==> config.mk <==
export PLATFORM = sky130hd
export DESIGN_NAME = case_insensitive_text_search_core_flat
export DESIGN_NICKNAME = d
export VERILOG_FILES = /design/src/rtl/cits_pkg.sv /design/src/rtl/cits_in_if.sv /design/src/rtl/cits_out_if.sv /design/src/rtl/case_insensitive_text_search_core.sv /design/src/rtl/cits_cell.sv /design/src/rtl/cits_out_buf.sv /design/src/flat_wrapper.sv
export VERILOG_INCLUDE_DIRS = /design/src /design/src/rtl
export SDC_FILE = /design/constraint.sdc
export NUM_CORES = 1
export LEC_CHECK = 0
export BUFFER_PORTS_ARGS = -buffer_cell sky130_fd_sc_hd__buf_2
export CELL_PAD_IN_SITES_DETAIL_PLACEMENT = 1
export CELL_PAD_IN_SITES_GLOBAL_PLACEMENT = 2
export CORE_ASPECT_RATIO = 2
export CORE_MARGIN = 5
export CORE_UTILIZATION = 44
export CTS_CLUSTER_DIAMETER = 200
export CTS_CLUSTER_SIZE = 16
export DETAILED_ROUTE_END_ITERATION = 7
export HOLD_SLACK_MARGIN = 0.15
export MAX_ROUTING_LAYER = met4
export PLACE_DENSITY = 0.86
export SLEW_MARGIN = 20
export SYNTH_ARGS = -nofsm -noshare
export SYNTH_HDL_FRONTEND = slang
export SYNTH_HIERARCHICAL = 1
export SYNTH_SLANG_ARGS = --single-unit
export TNS_END_PERCENT = 100
==> constraint.sdc <==
create_clock -name clk -period 10.8 [get_ports clk]
set_input_delay 2.16 -clock clk [delete_from_list [all_inputs] [get_ports clk]]
set_output_delay 2.16 -clock clk [all_outputs]
set_load 0.02 [all_outputs]
==> src/rtl/assert_macros.svh <==
// assertion macros shared by the search core modules
`ifndef ASSERT_MACROS_SVH
`define ASSERT_MACROS_SVH

`ifndef SYNTHESIS

`define CITS_ASSERT(name, prop) \
  name: assert property (@(posedge clk) disable iff (rst) prop) \
    else $error("search core assertion failed");

`define CITS_ASSERT_NEXT(name, cond, later) \
  name: assert property (@(posedge clk) disable iff (rst) (cond) |=> (later)) \
    else $error("search core assertion failed");

`else

`define CITS_ASSERT(name, prop)

`define CITS_ASSERT_NEXT(name, cond, later)

`endif

`endif

==> src/rtl/cits_pkg.sv <==
// types, constants and the character compare for the text search core
`default_nettype none

package cits_pkg;

  localparam int MAX_PATTERN    = 32;
  localparam int REG_SLOTS      = 32;
  localparam int CELLS          = (MAX_PATTERN < REG_SLOTS) ? MAX_PATTERN : REG_SLOTS;
  localparam int BYTES_PER_WORD = 8;
  localparam int PAT_WORDS      = REG_SLOTS / BYTES_PER_WORD;

  localparam int CHAR_W = 8;
  localparam int LINE_W = 12;
  localparam int COL_W  = 8;
  localparam int LEN_W  = 6;
  localparam int CFG_W  = 64;
  localparam int IDX_W  = 3;

  typedef logic [CHAR_W-1:0] char_t;
  typedef logic [LINE_W-1:0] line_t;
  typedef logic [COL_W-1:0]  col_t;
  typedef logic [LEN_W-1:0]  len_t;
  typedef logic [IDX_W-1:0]  cfg_index_t;
  typedef logic [CFG_W-1:0]  cfg_data_t;

  localparam cfg_index_t REG_PATTERN_LENGTH  = 3'd0;
  localparam cfg_index_t REG_PATTERN_CHARS_0 = 3'd1;
  localparam cfg_index_t REG_PATTERN_CHARS_1 = 3'd2;
  localparam cfg_index_t REG_PATTERN_CHARS_2 = 3'd3;
  localparam cfg_index_t REG_PATTERN_CHARS_3 = 3'd4;

  localparam char_t CH_LOWER_A = 8'h61;
  localparam char_t CH_LOWER_Z = 8'h7a;
  localparam char_t CH_UPPER_A = 8'h41;
  localparam char_t CH_UPPER_Z = 8'h5a;
  localparam char_t CASE_GAP   = CH_LOWER_A - CH_UPPER_A;

  typedef struct packed {
    logic  empty;
    logic  advance;
    logic  clear;
    char_t text_char;
  } step_t;

  typedef struct packed {
    logic head;
    logic active;
    logic tail;
  } cell_ctl_t;

  typedef struct packed {
    logic  found;
    line_t match_line;
    col_t  match_column;
  } out_item_t;

  function automatic logic char_match(input char_t p, input char_t t);
    logic lower, upper;
    lower = (p >= CH_LOWER_A) && (p <= CH_LOWER_Z);
    upper = (p >= CH_UPPER_A) && (p <= CH_UPPER_Z);
    return (p == t) || (lower && (t == p - CASE_GAP)) || (upper && (t == p + CASE_GAP));
  endfunction

endpackage

`default_nettype wire

==> src/rtl/cits_in_if.sv <==
// text character channel
`default_nettype none

interface cits_in_if;
  import cits_pkg::*;

  logic  valid;
  logic  ready;
  char_t text_char;
  line_t line_number;
  col_t  column;
  logic  starts_line;
  logic  new_search;
  logic  last_char;

  modport source (
    output valid, text_char, line_number, column, starts_line, new_search, last_char,
    input  ready
  );

  modport sink (
    input  valid, text_char, line_number, column, starts_line, new_search, last_char,
    output ready
  );
endinterface

`default_nettype wire

==> src/rtl/cits_out_if.sv <==
// search result channel
`default_nettype none

interface cits_out_if;
  import cits_pkg::*;

  logic  valid;
  logic  ready;
  logic  found;
  line_t match_line;
  col_t  match_column;

  modport source (
    output valid, found, match_line, match_column,
    input  ready
  );

  modport sink (
    input  valid, found, match_line, match_column,
    output ready
  );
endinterface

`default_nettype wire

==> src/rtl/case_insensitive_text_search_core.sv <==
// top level of the case-insensitive text search core
// Takes one text character per clock and finds the first place where the configured
// pattern (up to 32 bytes, letters matching in either case) occurs within one line.
// A row of 32 cells, one per pattern position, compares the character against its
// pattern byte and passes its progress bit to the next cell, so every character is
// handled in the cycle it is transferred; the result (found with line and starting
// column, or not found on the last character) is registered into the output buffer.
// A two-entry output buffer lets input keep flowing while a result waits; input
// stalls only when both entries are full. After a result, characters are consumed
// silently until an item marked as a new search. The user must write configuration
// (cfg_we/cfg_index/cfg_data) only while no search is in flight; the core does not check.
`default_nettype none

`include "assert_macros.svh"

module case_insensitive_text_search_core (
  input  logic                 clk,
  input  logic                 rst,
  input  logic                 cfg_we,
  input  cits_pkg::cfg_index_t cfg_index,
  input  cits_pkg::cfg_data_t  cfg_data,
  cits_in_if.sink              text_in,
  cits_out_if.source           result_out
);
  import cits_pkg::*;

  len_t      pattern_length;
  cfg_data_t pat_words [PAT_WORDS];
  logic      finished;

  len_t      eff_len;
  len_t      back;
  logic      in_accept;
  logic      room;
  step_t     step;
  logic      match;
  logic      push;
  out_item_t push_item;
  col_t      start_col;

  logic [CELLS-1:0] progress;
  logic [CELLS-1:0] tail_hits;
  logic [CELLS-1:0] tails;

  // configuration registers
  always_ff @(posedge clk) begin
    if (rst) begin
      pattern_length <= '0;
      for (int w = 0; w < PAT_WORDS; w++) begin
        pat_words[w] <= '0;
      end
    end else if (cfg_we) begin
      case (cfg_index)
        REG_PATTERN_LENGTH:  pattern_length <= cfg_data[LEN_W-1:0];
        REG_PATTERN_CHARS_0: pat_words[0] <= cfg_data;
        REG_PATTERN_CHARS_1: pat_words[1] <= cfg_data;
        REG_PATTERN_CHARS_2: pat_words[2] <= cfg_data;
        REG_PATTERN_CHARS_3: pat_words[3] <= cfg_data;
        default: ;
      endcase
    end
  end

  assign eff_len = (pattern_length > LEN_W'(CELLS)) ? LEN_W'(CELLS) : pattern_length;
  assign back    = eff_len - LEN_W'(1);

  assign text_in.ready = room;
  assign in_accept     = text_in.valid & text_in.ready;

  assign step.empty     = (eff_len == '0);
  assign step.advance   = in_accept & (~finished | text_in.new_search);
  assign step.clear     = text_in.starts_line | text_in.new_search;
  assign step.text_char = text_in.text_char;

  for (genvar i = 0; i < CELLS; i++) begin : g_cell
    cell_ctl_t ctl;
    logic      left;

    assign ctl.head   = (i == 0);
    assign ctl.active = (LEN_W'(i) < eff_len);
    assign ctl.tail   = (eff_len == LEN_W'(i + 1));
    assign tails[i]   = ctl.tail;

    if (i == 0) begin : g_first
      assign left = 1'b0;
    end else begin : g_rest
      assign left = progress[i-1];
    end

    cits_cell u_cell (
      .clk          (clk),
      .rst          (rst),
      .step         (step),
      .ctl          (ctl),
      .pattern_char (pat_words[i / BYTES_PER_WORD][(i % BYTES_PER_WORD) * CHAR_W +: CHAR_W]),
      .left         (left),
      .progress     (progress[i]),
      .tail_hit     (tail_hits[i])
    );
  end

  assign match = |tail_hits;
  assign push  = step.advance & (match | text_in.last_char);

  // starting column saturates at zero
  assign start_col = (text_in.column >= COL_W'(back)) ? text_in.column - COL_W'(back) : '0;

  assign push_item.found        = match;
  assign push_item.match_line   = match ? text_in.line_number : '0;
  assign push_item.match_column = match ? start_col : '0;

  always_ff @(posedge clk) begin
    if (rst) begin
      finished <= 1'b0;
    end else if (step.advance) begin
      finished <= match | text_in.last_char;
    end
  end

  cits_out_buf u_out_buf (
    .clk        (clk),
    .rst        (rst),
    .push       (push),
    .push_item  (push_item),
    .room       (room),
    .result_out (result_out)
  );

  `CITS_ASSERT(a_silent_after_result, (in_accept && finished && !text_in.new_search) |-> !push)
  `CITS_ASSERT(a_single_tail, $onehot0(tails))
  `CITS_ASSERT_NEXT(a_result_closes_search, push, finished)

endmodule

`default_nettype wire

==> src/rtl/cits_cell.sv <==
// one pattern position: character compare and shift-and progress bit
`default_nettype none

module cits_cell (
  input  logic              clk,
  input  logic              rst,
  input  cits_pkg::step_t   step,
  input  cits_pkg::cell_ctl_t ctl,
  input  cits_pkg::char_t   pattern_char,
  input  logic              left,
  output logic              progress,
  output logic              tail_hit
);
  import cits_pkg::*;

  logic carry;
  logic hit;
  logic progress_next;

  assign carry         = ctl.head | (left & ~step.clear);
  assign hit           = char_match(pattern_char, step.text_char);
  assign progress_next = carry & hit & ctl.active;
  assign tail_hit      = step.advance & progress_next & ctl.tail;

  always_ff @(posedge clk) begin
    if (rst) begin
      progress <= 1'b0;
    end else if (step.advance) begin
      // empty pattern: progress is only cleared, never shifted
      progress <= step.empty ? (progress & ~step.clear) : progress_next;
    end
  end

endmodule

`default_nettype wire

==> src/rtl/cits_out_buf.sv <==
// two-entry result buffer: output register plus skid entry
`default_nettype none

`include "assert_macros.svh"

module cits_out_buf (
  input  logic                clk,
  input  logic                rst,
  input  logic                push,
  input  cits_pkg::out_item_t push_item,
  output logic                room,
  cits_out_if.source          result_out
);
  import cits_pkg::*;

  logic      main_valid;
  logic      skid_valid;
  out_item_t main_item;
  out_item_t skid_item;
  logic      pop;

  assign pop   = main_valid & result_out.ready;
  assign room  = ~skid_valid;

  assign result_out.valid        = main_valid;
  assign result_out.found        = main_item.found;
  assign result_out.match_line   = main_item.match_line;
  assign result_out.match_column = main_item.match_column;

  always_ff @(posedge clk) begin
    if (rst) begin
      main_valid <= 1'b0;
      skid_valid <= 1'b0;
    end else if (pop) begin
      if (skid_valid) begin
        main_item  <= skid_item;
        skid_valid <= push;
        if (push) begin
          skid_item <= push_item;
        end
      end else begin
        main_valid <= push;
        if (push) begin
          main_item <= push_item;
        end
      end
    end else if (push) begin
      if (!main_valid) begin
        main_valid <= 1'b1;
        main_item  <= push_item;
      end else begin
        skid_valid <= 1'b1;
        skid_item  <= push_item;
      end
    end
  end

  `CITS_ASSERT(a_skid_behind_main, skid_valid |-> main_valid)
  `CITS_ASSERT(a_no_push_when_full, !(push && skid_valid))

endmodule

`default_nettype wire

==> src/flat_wrapper.sv <==
// flat-port wrapper written by rule: the top's interface ports become plain ports
module case_insensitive_text_search_core_flat import cits_pkg::*;
  (clk, rst, cfg_we, cfg_index, cfg_data, text_in_valid, text_in_text_char, text_in_line_number, text_in_column, text_in_starts_line, text_in_new_search, text_in_last_char, text_in_ready, result_out_valid, result_out_found, result_out_match_line, result_out_match_column, result_out_ready);
  cits_in_if text_in_i ();
  cits_out_if result_out_i ();
  input  logic clk;
  input  logic rst;
  input  logic cfg_we;
  input  cits_pkg::cfg_index_t cfg_index;
  input  cits_pkg::cfg_data_t cfg_data;
  input wire logic [$bits(text_in_i.valid)-1:0] text_in_valid;
  input wire logic [$bits(text_in_i.text_char)-1:0] text_in_text_char;
  input wire logic [$bits(text_in_i.line_number)-1:0] text_in_line_number;
  input wire logic [$bits(text_in_i.column)-1:0] text_in_column;
  input wire logic [$bits(text_in_i.starts_line)-1:0] text_in_starts_line;
  input wire logic [$bits(text_in_i.new_search)-1:0] text_in_new_search;
  input wire logic [$bits(text_in_i.last_char)-1:0] text_in_last_char;
  output wire logic [$bits(text_in_i.ready)-1:0] text_in_ready;
  output wire logic [$bits(result_out_i.valid)-1:0] result_out_valid;
  output wire logic [$bits(result_out_i.found)-1:0] result_out_found;
  output wire logic [$bits(result_out_i.match_line)-1:0] result_out_match_line;
  output wire logic [$bits(result_out_i.match_column)-1:0] result_out_match_column;
  input wire logic [$bits(result_out_i.ready)-1:0] result_out_ready;
  assign text_in_i.valid = text_in_valid;
  assign text_in_i.text_char = text_in_text_char;
  assign text_in_i.line_number = text_in_line_number;
  assign text_in_i.column = text_in_column;
  assign text_in_i.starts_line = text_in_starts_line;
  assign text_in_i.new_search = text_in_new_search;
  assign text_in_i.last_char = text_in_last_char;
  assign text_in_ready = text_in_i.ready;
  assign result_out_valid = result_out_i.valid;
  assign result_out_found = result_out_i.found;
  assign result_out_match_line = result_out_i.match_line;
  assign result_out_match_column = result_out_i.match_column;
  assign result_out_i.ready = result_out_ready;
  case_insensitive_text_search_core u_core (.clk(clk), .rst(rst), .cfg_we(cfg_we), .cfg_index(cfg_index), .cfg_data(cfg_data), .text_in(text_in_i), .result_out(result_out_i));
endmodule
==> impl_metrics.csv <==
group,metric,value,unit
timing,clock_skew,0.0259,ns
grt,grt_usage,26.6,%
cells_and_area,drive_gt1_share,11.1,%
die,die_h,339,µm
die,initial_core_util,44.5,%
setup_path,cp-end-kind,"flop",
setup_path,r2r-start,"u_core/pattern_length[1]$_SDFFE_PP0P_",
logic_synthesis,synth_warnings,6,
grt,grt_max_degree,82,
drt,post-route-drc-count,0,
grt,grt_pass1_vias,20800,
die,io_pins,126,
setup_path,crit_arrival,6.57,ns
clock_tree,cts_setup_buffers,0,
logic_synthesis,synth_area,23900,µm²
setup_path,startpoint,"text_in_text_char[7]",
cells_and_area,nNetsFinal,2718,
drt,detail-route-antenna-nets,0,
clock_tree,numCtsBuffers,25,
clock_tree,htreeDepth,1,
placement,pre_cts_slack,3.99,ns
die,dieArea,59200,µm²
timing,fmax,160,MHz
clock_tree,cts_tree,"done",
flow_run,maxCapViolCount,0,
power,clockPowerShare,29.7,%
placement,place.gp.congestion,0.919,
die,rows,120,
clock_tree,clock_latency,0.58,ns
min_path,hp-class,"flop to flop",
clock_tree,numClockSinks,338,
cells_and_area,layout_common_cells,"edfxtp_1 (298), xnor2_1 (259), and2_1 (259)",
cells_and_area,multiInputGateArea,13600,µm²
timing,setup_viol,0,
cells_and_area,ff_latch_area,9750,µm²
grt,antenna_found_initial,3,
timing,layout_min_cycle_time,6.24,ns
drt,drtPass1Iterations,5,
timing,tightest_slew,1.09,ns
placement,place_hpwl,57100,µm
drt,vias_per_cell,5.94,
cells_and_area,layout_commonest_cell,"edfxtp_1",
timing,rsz0062_at_grt,"false",
power,finalPower,3120,µW
clock_tree,clkSlewWorstSetupHoldPaths,0.09,ns
power,seqPwrFrac,51.8,%
setup_path,r2r_slack,5.72,ns
drt,drt_iter0_drc,961,
clock_tree,holdBufCountCts,0,
timing,fin_tns_setup,0,ns
cells_and_area,nFillCells,5962,
power,p_leak,0.00933,µW
setup_path,crit_type,"primary input to flop",
drt,via_count,19000,
timing,finalCritPeriodShare,57.8,%
grt,overflow,0,
setup_path,worstPathMaxFanout,40,
setup_path,cp-start-kind,"primary input",
logic_synthesis,avgSynthCellArea,10.2,µm²
clock_tree,cts-root-buf,"clkbuf_16",
timing,timing.final.ws_setup,4.56,ns
min_path,hp-start,"u_core/g_cell[22].u_cell/progress$_SDFFE_PP0P_",
setup_path,crit_required,11.12,ns
cells_and_area,fin_util,48.9,%
power,p_int,2170,µW
placement,io_buffers,125,
timing,hold_viol_final,0,
status,status,"finished, final reports clean",
power,sw_frac_of_total,30.4,%
timing,slew_headroom,27.5,%
power,pwr-share-comb,18.5,%
power,power_switching,948,µW
grt,grt_pass1_wl,121000,µm
logic_synthesis,synth_cells,2339,
timing,holdWs,0.486,ns
clock_tree,ctsLongestPathBuffers,3,
die,die_w,175,µm
die,core,53600,µm²
power,ir_worst_vdd,0.155,mV
timing,final_max_slew_viol_count,0,
clock_tree,cts.repair.resized,0,
drt,wl_per_cell,24.7,µm
power,p_per_area,119,nW/µm²
cells_and_area,area_growth,9.89,%
drt,routed_wl,78900,µm
worst paths after layout:
| kind | to | cells past startpoint |
|---|---|---|
| min reg2reg | u_core/g_cell[22].u_cell/progress$_SDFFE_PP0P_ | 2 |
| max reg2reg | u_core/u_out_buf/result_out.match_line[7]$_DFFE_PP_ | 17 |
| max | u_core/u_out_buf/result_out.match_line[8]$_DFFE_PP_ | 12 |
| min | u_core/g_cell[22].u_cell/progress$_SDFFE_PP0P_ | 2 |
per-layer routing:
| metal | vias up | routed length (µm) | track usage [%] |
|---|---|---|---|
| li1 | 8802 | - | - |
| met2 | 433 | 43500 | 50.9 |
| met1 | 9589 | 28400 | 26.3 |
| met4 | 0 | 4470 | 13.2 |
| met5 | - | 0 | - |
| met3 | 179 | 2510 | 2.58 |
metrics by stage:
| step | std cells | instance area, µm² |
|---|---|---|
| after floorplan | 2370 | 24000 |
| after global placement | 3149 | 25500 |
| after detailed placement | 3149 | 25500 |
| after CTS | 3194 | 26200 |
| after global routing | 3198 | 26200 |
| final | 3199 | 26200 |
sequential cells by signal, indices dropped and copies added, names as in the netlist:
register                                  flops
u_core/finished                               1
u_core/g_cell.u_cell/progress                31
u_core/pat_words                            256
u_core/pattern_length                         6
u_core/u_out_buf/result_out.found             1
u_core/u_out_buf/result_out.match_column      8
u_core/u_out_buf/result_out.match_line       12
u_core/u_out_buf/result_out.valid             1
u_core/u_out_buf/skid_item                   21
u_core/u_out_buf/skid_valid                   1
critical path, stage by stage:
cell	delay (ns)
buf_4	0.45
buf_4	0.77
xnor2_1	0.25
xnor2_1	0.22
nor4_1	0.08
nor2_1	0.32
nor2_1	0.14
nor4_1	0.53
nand4_1	0.44
nor2_2	0.64
nor2b_1	0.18
mux2_4	0.29
layout make-up:
cell class / count / share of cell area (%)
Tap cell: 671 / 3.20
Clock inverter: 1 / 0.0621
Inverter: 117 / 1.68
Clock buffer: 44 / 2.66
Sequential cell: 338 / 37.2
Multi-Input combinational cell: 1874 / 52.0
Timing Repair Buffer: 150 / 3.16
Antenna cell: 4 / 0.0382
power by group through the flow:
| stage | sequential (µW) | clock, µW | combinational [µW] |
|---|---|---|---|
| after floorplan | 1600 | 0 | 380 |
| after detailed placement | 1640 | 0 | 575 |
| final | 1620 | 927 | 577 |
| after CTS | 1620 | 954 | 579 |
| after global routing | 1630 | 994 | 626 |
| after global placement | 1640 | 0 | 549 |
Power figures use the tool's default switching activity.
